$ cat src/itew_pkg.sv
// ----------------------------------------------------------------------------
// itew_pkg
// Shared types and token codes for the integer to English word token block.
// ----------------------------------------------------------------------------
package itew_pkg;

    localparam int NUM_W      = 31;
    localparam int WORD_W     = 5;
    localparam int BCD_DIGITS = 12;
    localparam int BCD_W      = 4 * BCD_DIGITS;
    localparam int GROUP_W    = 12;
    localparam int SLOTS      = 20;
    localparam int CNT_W      = 5;

    typedef logic [WORD_W-1:0] word_t;
    typedef logic [BCD_W-1:0]  bcd_t;
    typedef logic [SLOTS-1:0]  mask_t;
    typedef logic [2:0]        sub_t;

    localparam word_t TOK_ZERO     = 5'd0;
    localparam word_t TOK_TEN      = 5'd10;
    localparam word_t TOK_TWENTY   = 5'd20;
    localparam word_t TOK_HUNDRED  = 5'd28;
    localparam word_t TOK_THOUSAND = 5'd29;
    localparam word_t TOK_MILLION  = 5'd30;
    localparam word_t TOK_BILLION  = 5'd31;

    // position of a word inside one three-digit group
    localparam sub_t SUB_HDIGIT  = 3'd0;
    localparam sub_t SUB_HUNDRED = 3'd1;
    localparam sub_t SUB_TENS    = 3'd2;
    localparam sub_t SUB_UNITS   = 3'd3;
    localparam sub_t SUB_SCALE   = 3'd4;

    localparam logic [1:0] GRP_BILLION  = 2'd0;
    localparam logic [1:0] GRP_MILLION  = 2'd1;
    localparam logic [1:0] GRP_THOUSAND = 2'd2;
    localparam logic [1:0] GRP_UNITS    = 2'd3;

    typedef enum logic [3:0] {
        ST_IDLE = 4'b0001,
        ST_CONV = 4'b0010,
        ST_PREP = 4'b0100,
        ST_EMIT = 4'b1000
    } state_t;

endpackage

$ cat src/integer_to_english_word_tokens.sv
// ----------------------------------------------------------------------------
// integer_to_english_word_tokens
// Names a 31-bit unsigned integer as a run of English word tokens.
// ----------------------------------------------------------------------------
// Usage:
//   s_* channel takes one request per number, s_tdata[30:0] = number.
//   m_* channel returns the word tokens most significant first, one per
//   transfer, m_tdata[4:0] = word, m_tlast set on the final token.
//   The number is first turned into twelve decimal digits by a shift-and-add-3
//   converter, one input bit per cycle. ST_PREP then builds the map of which
//   of the 20 word slots (four groups of five) give a token. The sequencer
//   walks the slots one per cycle, held on a token's slot while the output
//   register cannot take it, up to the slot of the final token, at most 19
//   slots.
//   s_tready is high only while no number is in work; it rises again in the
//   cycle after the final token has been placed in the output register, so
//   the next number can start while that token still waits to be taken.
//   A stall on m_tready holds the sequencer on its current slot; tokens are
//   never dropped or repeated.
//   Reset (rst_n low) empties the output register and returns to idle.
// ----------------------------------------------------------------------------
module integer_to_english_word_tokens (
    input  logic        clk,
    input  logic        rst_n,
    input  logic        s_tvalid,
    output logic        s_tready,
    input  logic [31:0] s_tdata,    // [30:0] number, [31] zero fill
    output logic        m_tvalid,
    input  logic        m_tready,
    output logic [7:0]  m_tdata,    // [4:0] word, [7:5] zero fill
    output logic        m_tlast     // last_word
);
    import itew_pkg::*;

    state_t                 state_reg, state_next;
    logic [NUM_W-1:0]       bin_reg, bin_next;
    bcd_t                   bcd_reg, bcd_next;
    logic [CNT_W-1:0]       cnt_reg, cnt_next;
    mask_t                  mask_reg, mask_next;
    logic                   zero_reg, zero_next;
    sub_t                   sub_reg, sub_next;
    logic [1:0]             grp_reg, grp_next;
    logic                   m_valid_reg, m_valid_next;
    word_t                  m_word_reg, m_word_next;
    logic                   m_last_reg, m_last_next;

    logic                   emit_now;
    logic                   last_now;
    logic                   can_load;
    word_t                  slot_word;
    logic [3:0]             dig_h, dig_t, dig_u;

    // one shift-and-add-3 step over all digits
    function automatic bcd_t dabble(input bcd_t b, input logic bit_in);
        bcd_t a;
        a = b;
        for (int i = 0; i < BCD_DIGITS; i++) begin
            if (a[4*i +: 4] >= 4'd5) begin
                a[4*i +: 4] = a[4*i +: 4] + 4'd3;
            end
        end
        return {a[BCD_W-2:0], bit_in};
    endfunction

    // which slots give a word, first slot of the billion group in the top bit
    function automatic mask_t slot_mask(input bcd_t b);
        mask_t      m;
        logic [3:0] h, t, u;
        logic       hn, rn;
        m = '0;
        for (int k = 0; k < 4; k++) begin
            h  = b[BCD_W-1-GROUP_W*k -: 4];
            t  = b[BCD_W-5-GROUP_W*k -: 4];
            u  = b[BCD_W-9-GROUP_W*k -: 4];
            hn = (h != 4'd0);
            rn = (t != 4'd0) || (u != 4'd0);
            m[SLOTS-1-5*k] = hn;
            m[SLOTS-2-5*k] = hn;
            m[SLOTS-3-5*k] = rn;
            m[SLOTS-4-5*k] = (t >= 4'd2) && (u != 4'd0);
            m[SLOTS-5-5*k] = (k != 3) && (hn || rn);
        end
        return m;
    endfunction

    // every digit of the converter stays decimal
    function automatic logic bcd_ok(input bcd_t b);
        logic ok;
        ok = 1'b1;
        for (int i = 0; i < BCD_DIGITS; i++) begin
            if (b[4*i +: 4] > 4'd9) begin
                ok = 1'b0;
            end
        end
        return ok;
    endfunction

    assign dig_h = bcd_reg[BCD_W-1 -: 4];
    assign dig_t = bcd_reg[BCD_W-5 -: 4];
    assign dig_u = bcd_reg[BCD_W-9 -: 4];

    always_comb
    begin
        case (sub_reg)
            SUB_HDIGIT:  slot_word = {1'b0, dig_h};
            SUB_HUNDRED: slot_word = TOK_HUNDRED;
            SUB_TENS:
            begin
                if (dig_t < 4'd2) begin
                    slot_word = dig_t[0] ? ({1'b0, dig_u} + TOK_TEN) : {1'b0, dig_u};
                end else begin
                    slot_word = TOK_TWENTY + {1'b0, dig_t} - 5'd2;
                end
            end
            SUB_UNITS:   slot_word = {1'b0, dig_u};
            SUB_SCALE:
            begin
                case (grp_reg)
                    GRP_BILLION: slot_word = TOK_BILLION;
                    GRP_MILLION: slot_word = TOK_MILLION;
                    default:     slot_word = TOK_THOUSAND;
                endcase
            end
            default:     slot_word = TOK_ZERO;
        endcase
    end

    assign emit_now = zero_reg || mask_reg[SLOTS-1];
    assign last_now = zero_reg || (mask_reg[SLOTS-2:0] == '0);
    assign can_load = !m_valid_reg || m_tready;

    always_comb
    begin
        state_next   = state_reg;
        bin_next     = bin_reg;
        bcd_next     = bcd_reg;
        cnt_next     = cnt_reg;
        mask_next    = mask_reg;
        zero_next    = zero_reg;
        sub_next     = sub_reg;
        grp_next     = grp_reg;
        m_valid_next = m_valid_reg && !m_tready;
        m_word_next  = m_word_reg;
        m_last_next  = m_last_reg;

        unique case (state_reg)
            ST_IDLE:
            begin
                if (s_tvalid) begin
                    bin_next   = s_tdata[NUM_W-1:0];
                    bcd_next   = '0;
                    cnt_next   = '0;
                    state_next = ST_CONV;
                end
            end
            ST_CONV:
            begin
                bcd_next = dabble(bcd_reg, bin_reg[NUM_W-1]);
                bin_next = {bin_reg[NUM_W-2:0], 1'b0};
                cnt_next = cnt_reg + 1'b1;
                if (cnt_reg == CNT_W'(NUM_W - 1)) begin
                    state_next = ST_PREP;
                end
            end
            ST_PREP:
            begin
                mask_next  = slot_mask(bcd_reg);
                zero_next  = (slot_mask(bcd_reg) == '0);
                sub_next   = SUB_HDIGIT;
                grp_next   = GRP_BILLION;
                state_next = ST_EMIT;
            end
            ST_EMIT:
            begin
                if (!emit_now || can_load) begin
                    if (emit_now) begin
                        m_valid_next = 1'b1;
                        m_word_next  = zero_reg ? TOK_ZERO : slot_word;
                        m_last_next  = last_now;
                    end
                    if (emit_now && last_now) begin
                        mask_next  = '0;
                        zero_next  = 1'b0;
                        state_next = ST_IDLE;
                    end else begin
                        mask_next = {mask_reg[SLOTS-2:0], 1'b0};
                        if (sub_reg == SUB_SCALE) begin
                            sub_next = SUB_HDIGIT;
                            grp_next = grp_reg + 1'b1;
                            bcd_next = {bcd_reg[BCD_W-GROUP_W-1:0], {GROUP_W{1'b0}}};
                        end else begin
                            sub_next = sub_reg + 1'b1;
                        end
                    end
                end
            end
            default:
            begin
                state_next = ST_IDLE;
            end
        endcase
    end

    always_ff @(posedge clk or negedge rst_n)
    begin
        if (!rst_n) begin
            state_reg   <= ST_IDLE;
            cnt_reg     <= '0;
            mask_reg    <= '0;
            zero_reg    <= 1'b0;
            sub_reg     <= SUB_HDIGIT;
            grp_reg     <= GRP_BILLION;
            m_valid_reg <= 1'b0;
        end else begin
            state_reg   <= state_next;
            cnt_reg     <= cnt_next;
            mask_reg    <= mask_next;
            zero_reg    <= zero_next;
            sub_reg     <= sub_next;
            grp_reg     <= grp_next;
            m_valid_reg <= m_valid_next;
        end
    end

    always_ff @(posedge clk)
    begin
        bin_reg    <= bin_next;
        bcd_reg    <= bcd_next;
        m_word_reg <= m_word_next;
        m_last_reg <= m_last_next;
    end

    assign s_tready = (state_reg == ST_IDLE);
    assign m_tvalid = m_valid_reg;
    assign m_tdata  = {3'b000, m_word_reg};
    assign m_tlast  = m_last_reg;

`ifndef SYNTHESIS
    a_accept_starts_conv: assert property (@(posedge clk) disable iff (!rst_n)
        s_tvalid && s_tready |=> state_reg == ST_CONV)
        else $error("accepted request did not start conversion");

    a_digits_decimal: assert property (@(posedge clk) disable iff (!rst_n)
        state_reg == ST_EMIT || state_reg == ST_PREP |-> bcd_ok(bcd_reg))
        else $error("converter digit above nine");

    a_zero_is_last: assert property (@(posedge clk) disable iff (!rst_n)
        m_tvalid && m_tdata[4:0] == TOK_ZERO |-> m_tlast)
        else $error("zero token not flagged as last");

    a_idle_mask_empty: assert property (@(posedge clk) disable iff (!rst_n)
        state_reg == ST_IDLE |-> mask_reg == '0 && !zero_reg)
        else $error("idle with word slots still pending");
`endif

endmodule

$ cat config.mk
export PLATFORM = sky130hd
export DESIGN_NAME = integer_to_english_word_tokens
export DESIGN_NICKNAME = d
export VERILOG_FILES = /design/src/itew_pkg.sv /design/src/integer_to_english_word_tokens.sv
export SDC_FILE = /design/constraint.sdc
export NUM_CORES = 1
export LEC_CHECK = 0
export ABC_AREA = 1
export BUFFER_PORTS_ARGS = -buffer_cell sky130_fd_sc_hd__buf_2
export CAP_MARGIN = 20
export CORE_ASPECT_RATIO = 1.4
export CORE_UTILIZATION = 30
export CTS_BUF_LIST = sky130_fd_sc_hd__clkbuf_8
export DETAILED_ROUTE_END_ITERATION = 6
export GPL_TIMING_DRIVEN = 1
export HOLD_SLACK_MARGIN = 0.05
export PLACE_DENSITY = 0.48
export SLEW_MARGIN = 25
export SYNTH_ARGS = -nofsm -noshare
export SYNTH_HDL_FRONTEND = slang
export SYNTH_SLANG_ARGS = --single-unit
$ cat constraint.sdc
create_clock -name clk -period 5.06 [get_ports clk]
set_clock_uncertainty 0.05 [all_clocks]
set_input_delay 0 -clock clk [delete_from_list [all_inputs] [get_ports clk]]
set_output_delay 0 -clock clk [all_outputs]
set_load 0.03 [all_outputs]
==> summary.txt, run 1 <==
Logic synthesis
  • Post-synth cell types: 41
  • Synth Cell Area: 7063 sq um
  • Synth Flop Type: edfxtp_1
  • EDFF count, synth: 85
  • Syn_area_per_cell: 8.709 sq um
  • Post-synthesis sequential area ratio: 0.4856
  • Async set-or-reset flop fraction in the synthesized netlist: 0.2917
  • Post-synthesis cell count: 811
  • Yosys Warn Count: 0
  • Seq cells post-synth: 120

Detailed routing
  • Drt first pass iters: 4
  • Total routed wirelength: 15.88 mm
  • ANT nets after route: 0
  • DRC viols: 0
  • Routed wire per std cell: 13.23 um
  • Vias: 5510
  • First-iteration detailed-routing DRC count: 246
  • Vias/cell: 4.588

STA
  • RSZ-0062 raised after global routing: false
  • Endpoints failing hold: 0
  • Final hold slack: 0.1404 ns
  • Period utilization: 0.5987
  • Max Fclk: 330.1 MHz
  • Worst setup margin: 2.031 ns
  • TNS Setup: 0 ns
  • Slew Limit Fails: 0
  • Final min period: 3.029 ns
  • Least-Margin Pin Slew: 0.8187 ns
  • Worst slew margin: 0.4542
  • Setup violations, final: 0

Final layout
  • Share of cells above drive strength 1: 0.1084
  • Fin nets: 971
  • # diodes: 0
  • Final Util: 0.3549
  • Max reg flops: 48
  • Layout area overhead: 16.60%
  • Most common cell after layout, fill and taps aside: nand2_1
  • Finished Layout Cells: 1201
  • Cell area after layout: 8235 sq um
  • Most frequent cells in the layout: nand2_1, inv_1, nor2_1

Critical path
  • Crit-path slowest cell: inv_2
  • Delay-heaviest family, CP: buffers and inverters
  • Crit. End Element: flip-flop
  • Max stage delay on crit path: 0.66 ns
  • Critical path origin: state_reg[1]
  • Setup crit end: bcd_reg[7]
  • CP Buf/Inv Count: 2
  • Reg2reg start: state_reg[1]
  • Worst Path Arrival: 3.05 ns
  • Critical Path RT: 5.08 ns
  • WS Path Type: reg2reg
  • CP Launch Type: flip-flop
  • R2r endpoint: bcd_reg[7]
  • R2R setup slack: 2.03 ns
  • Crit-path cells: nor2_4 -> nand3_4 -> inv_2 -> o21ai_0 -> nor2_1 -> nand2_1 -> inv_4
  • Largest fanout on the critical path: 48
  • Critical path depth: 7
  • Reg2Reg Depth: 7

Global routing
  • First-pass GRT wire length: 26.75 mm
  • Global route total overflow: 0
  • Vias in the first global route: 5492
  • Initial antenna violation count: 0
  • Largest net degree at the start of global routing: 64
  • Overall Global Routing Usage: 0.1398

Placed design
  • GP Congestion: 0.7744
  • Port Buf Inserts: 42
  • DP Cell Count: 1135
  • HPWL after DPL: 10.36 mm
  • Place WS: 2.003 ns
  • Post-DP Area: 7506 sq um

Clock tree
  • Clk buf depth: 2
  • Clock Latency Late Sink: 0.45 ns
  • Root Buffer: clkbuf_8
  • Clock buffer count from CTS: 17
  • CTS sink count: 120
  • Clock Pin Slew Worst Setup and Hold Paths: 0.08 ns
  • H-tree depth: 4
  • CTS tree: built

Die
  • Die height: 183.6 um
  • Core Area: 23200 sq um
  • # IOs: 47
  • Die area: 24170 sq um
  • Die Span X: 131.7 um
  • Core Rows: 66
  • Initial Util: 0.3044

Power and ir drop
  • Total power: 4.685 mW
  • Leak: 3.444 nW
  • PwrDens: 568.9 nW/um^2
  • Peak supply drop: 267.1 uV

Run
  • Max-cap violations: 0

Outcome
  • Status: finished, final reports clean

Hold path
  • Hold WC Path Type: in2async
Yosys cell counts, types with 2 or more instances:
| cell type | count | area (sq um) |
|---|---|---|
| nand2_2 | 3 | 18.77 |
| a21oi_1 | 62 | 310.3 |
| buf_2 | 16 | 80.08 |
| nor3b_1 | 2 | 15.01 |
| buf_6 | 5 | 56.30 |
| xor2_1 | 9 | 78.83 |
| edfxtp_1 | 85 | 2552 |
| buf_4 | 5 | 37.54 |
| o31ai_1 | 2 | 15.01 |
| a211oi_1 | 3 | 22.52 |
| xnor2_1 | 2 | 17.52 |
| nor2_2 | 3 | 18.77 |
| or2_2 | 3 | 18.77 |
| inv_1 | 91 | 341.6 |
| o21ai_1 | 4 | 20.02 |
| o22ai_1 | 10 | 62.56 |
| dfrtp_1 | 34 | 850.8 |
| o211ai_1 | 4 | 30.03 |
| clkbuf_2 | 2 | 10.01 |
| a31oi_1 | 4 | 25.02 |
| nand2_1 | 170 | 638.1 |
| inv_2 | 3 | 11.26 |
| nor2_1 | 88 | 330.3 |
| o32ai_1 | 7 | 61.31 |
| nor3_1 | 8 | 40.04 |
| ha_1 | 53 | 663.1 |
| o21ai_0 | 74 | 370.4 |
| nand3_1 | 46 | 230.2 |
how the worst min path moves through the flow:
stage / slack (ns) / startpoint / cells past startpoint / endpoint
final: 0.14 / rst_n / 2 / state_reg[1]
after global routing: 0.21 / rst_n / 2 / state_reg[1]
after CTS: 0.16 / rst_n / 2 / state_reg[1]
after detailed placement: 0.12 / rst_n / 1 / state_reg[1]
after global placement: 0.12 / rst_n / 1 / state_reg[1]
after floorplan: -0.35 / rst_n / 0 / cnt_reg[0]
logic make-up after synthesis:
kind of cell | count (synthesis) | synth area share
and+or+nand+nor | 328 | 0.1929
DFF | 120 | 0.4856
buffers and inverters | 123 | 0.07653
other | 1 | 0.0005309
xor gates and xnor gates | 11 | 0.01364
adders and majority gates | 53 | 0.09389
AOI/OAI and AO/OA | 175 | 0.1369
area by class of cell:
| cell class | instances | area [sq um] |
|---|---|---|
| fillers | 2423 | 14970 |
| flip-flops and latches | 120 | 3430 |
| multi-input cells | 570 | 3105 |
| repair buffers | 79 | 573.1 |
| well taps | 306 | 382.9 |
| inverters | 94 | 355.3 |
| clock buffers | 17 | 234.0 |
| clock inverters | 15 | 155.1 |
what timing repair did:
action / CTS / global route
gates resized for setup: 0 / 0
setup buffers: 0 / 0
endpoints found under the hold margin: 73 / 0
hold buffers: 34 / 0
power breakdown:
part | switching [mW] | internal (mW)
combinational | 1.30 | 0.567
sequential | 0.306 | 1.66
clock | 0.421 | 0.436
metal layers:
layer / wire length [um] / vias to the layer above / GRT usage
met5: 0 / - / 0
met1: 6982 / 2566 / 0.1600
met3: 432 / 13 / 0.03060
li1: - / 2852 / -
met4: 241 / 0 / 0.05302
met2: 8227 / 79 / 0.2527
(Power assumes the default switching activity.)
==> inputs of run 2 (changes only) <==
--- a/config.mk
+++ b/config.mk
@@ -14,7 +14,7 @@
 export DETAILED_ROUTE_END_ITERATION = 6
 export GPL_TIMING_DRIVEN = 1
 export HOLD_SLACK_MARGIN = 0.05
-export PLACE_DENSITY = 0.48
+export PLACE_DENSITY = 0.5
 export SLEW_MARGIN = 25
 export SYNTH_ARGS = -nofsm -noshare
 export SYNTH_HDL_FRONTEND = slang
==> constraint.sdc (replaced) <==
create_clock -name clk -period 2.5 [get_ports clk]
set_clock_uncertainty 0.05 [all_clocks]
set_input_delay 0 -clock clk [delete_from_list [all_inputs] [get_ports clk]]
set_output_delay 0 -clock clk [all_outputs]
set_load 0.03 [all_outputs]
==> summary.txt, run 2 (synthesized netlist as in run 1, its figures left out) <==
Outcome
  • Status: finished, final reports clean

Power and ir drop
  • Peak supply drop: 604.6 uV
  • Total power: 9.573 mW
  • PwrDens: 1152 nW/um^2
  • Leak: 3.484 nW

Final layout
  • Share of cells above drive strength 1: 0.1133
  • Most frequent cells in the layout: nand2_1, inv_1, nor2_1
  • Max reg flops: 48
  • # fillers: 2395
  • Layout area overhead: 17.66%
  • # diodes: 0
  • Fin nets: 976
  • Most common cell after layout, fill and taps aside: nand2_1

Clock tree
  • CTS tree: built
  • Clock Pin Slew Worst Setup and Hold Paths: 0.08 ns
  • Clock buffer count from CTS: 17
  • Hold Buf Count CTS: 34
  • H-tree depth: 4
  • Root Buffer: clkbuf_8
  • CTS sink count: 120
  • Clock Latency Late Sink: 0.45 ns
  • # resized after CTS: 0
  • Clk buf depth: 2
  • Post-CTS setup buffers: 0

Critical path
  • Reg2Reg Depth: 11
  • WS Path Type: reg2reg
  • CP Launch Type: flip-flop
  • R2r endpoint: bcd_reg[18]
  • Crit. End Element: flip-flop
  • Critical Path RT: 2.57 ns
  • Worst Path Arrival: 2.16 ns
  • R2R setup slack: 0.42 ns
  • Reg2reg start: sub_reg[0]
  • Largest fanout on the critical path: 48

Detailed routing
  • First-iteration detailed-routing DRC count: 248
  • Routed wire per std cell: 12.75 um
  • ANT nets after route: 0
  • Drt first pass iters: 4
  • DRC viols: 0
  • Total routed wirelength: 15.38 mm
  • Vias/cell: 4.608
  • Vias: 5557

STA
  • Period utilization: 0.8336
  • Max Fclk: 479.8 MHz
  • Final min period: 2.084 ns
  • Setup violations, final: 0
  • Least-Margin Pin Slew: 0.8540 ns
  • TNS Setup: 0 ns
  • RSZ-0062 raised after global routing: false
  • Slew Limit Fails: 0
  • Worst slew margin: 0.4307
  • Endpoints failing hold: 0
  • Worst setup margin: 0.4159 ns

Hold path
  • Hold WC Path Type: in2async

Die
  • Core Area: 23200 sq um
  • Initial Util: 0.3044
  • Die height: 183.6 um
  • # IOs: 47
  • Core Rows: 66
  • Die Span X: 131.7 um
  • Die area: 24170 sq um

Global routing
  • Initial antenna violation count: 0
  • Largest net degree at the start of global routing: 58
  • Vias in the first global route: 5558
  • Global route total overflow: 0
  • First-pass GRT wire length: 26.47 mm
  • Overall Global Routing Usage: 0.1363

Placed design
  • Port Buf Inserts: 42
  • HPWL after DPL: 10.37 mm
  • Place WS: 0.4130 ns
  • GP Congestion: 0.7822

Run
  • Max-cap violations: 0
## run 2: worst max-delay path, stage by stage, from the launching register on
cell and delay (ns):
dfrtp_1 0.42, inv_1 0.11, ha_1 0.21, nand2_1 0.11, inv_1 0.09, nor2_1 0.06, inv_1 0.08, o21ai_0 0.08
nor2_1 0.10, nand2_1 0.08, clkinvlp_4 0.09, buf_12 0.25
## run 2: layout make-up
class,count,area [sq um],area share
clock inverter,15,166.4,0.02002
sequential,120,3430,0.4127
multi-input combinational,570,3105,0.3737
timing repair buffer,84,635.6,0.07648
clock buffer,17,234.0,0.02815
tap,306,382.9,0.04607
inverter,94,356.6,0.04291
## run 2: metal layers
layer,up-vias,share of wire,track usage
met1,2595,0.44,0.1519
met5,-,0,0
met4,0,0.014,0.04279
met2,81,0.52,0.2544
li1,2866,-,-
met3,15,0.027,0.03116
## run 2: worst max-delay path by stage
stage                      start          end  slack [ns]
floorplan           state_reg[0]   bcd_reg[0]        0.18
global placement      sub_reg[0]   bcd_reg[2]        0.42
detailed placement  state_reg[0]  bcd_reg[19]        0.41
CTS                 state_reg[0]  bcd_reg[19]        0.38
global route        state_reg[0]  bcd_reg[19]        0.27
finish                sub_reg[0]  bcd_reg[18]        0.42
## run 2: report_power, final
part | total, mW | switching, mW | internal [mW] | leakage, nW
sequential | 3.96 | 0.609 | 3.35 | 1.22
combinational | 3.82 | 2.59 | 1.23 | 2.07
clock | 1.80 | 0.892 | 0.904 | 0.194
## run 2: per-stage QoR
| step | hold slack [ns] | std cells | utilization | instance area (sq um) |
|---|---|---|---|---|
| CTS | 0.1570 | 1206 | 0.3581 | 8310 |
| floorplan | -0.3456 | 813 | - | 7074 |
| global route | 0.2077 | 1206 | 0.3581 | 8310 |
| detailed placement | 0.1203 | 1140 | 0.3262 | 7570 |
| finish | 0.1413 | 1206 | 0.3581 | 8310 |
| global placement | 0.1186 | 1140 | 0.3262 | 7570 |
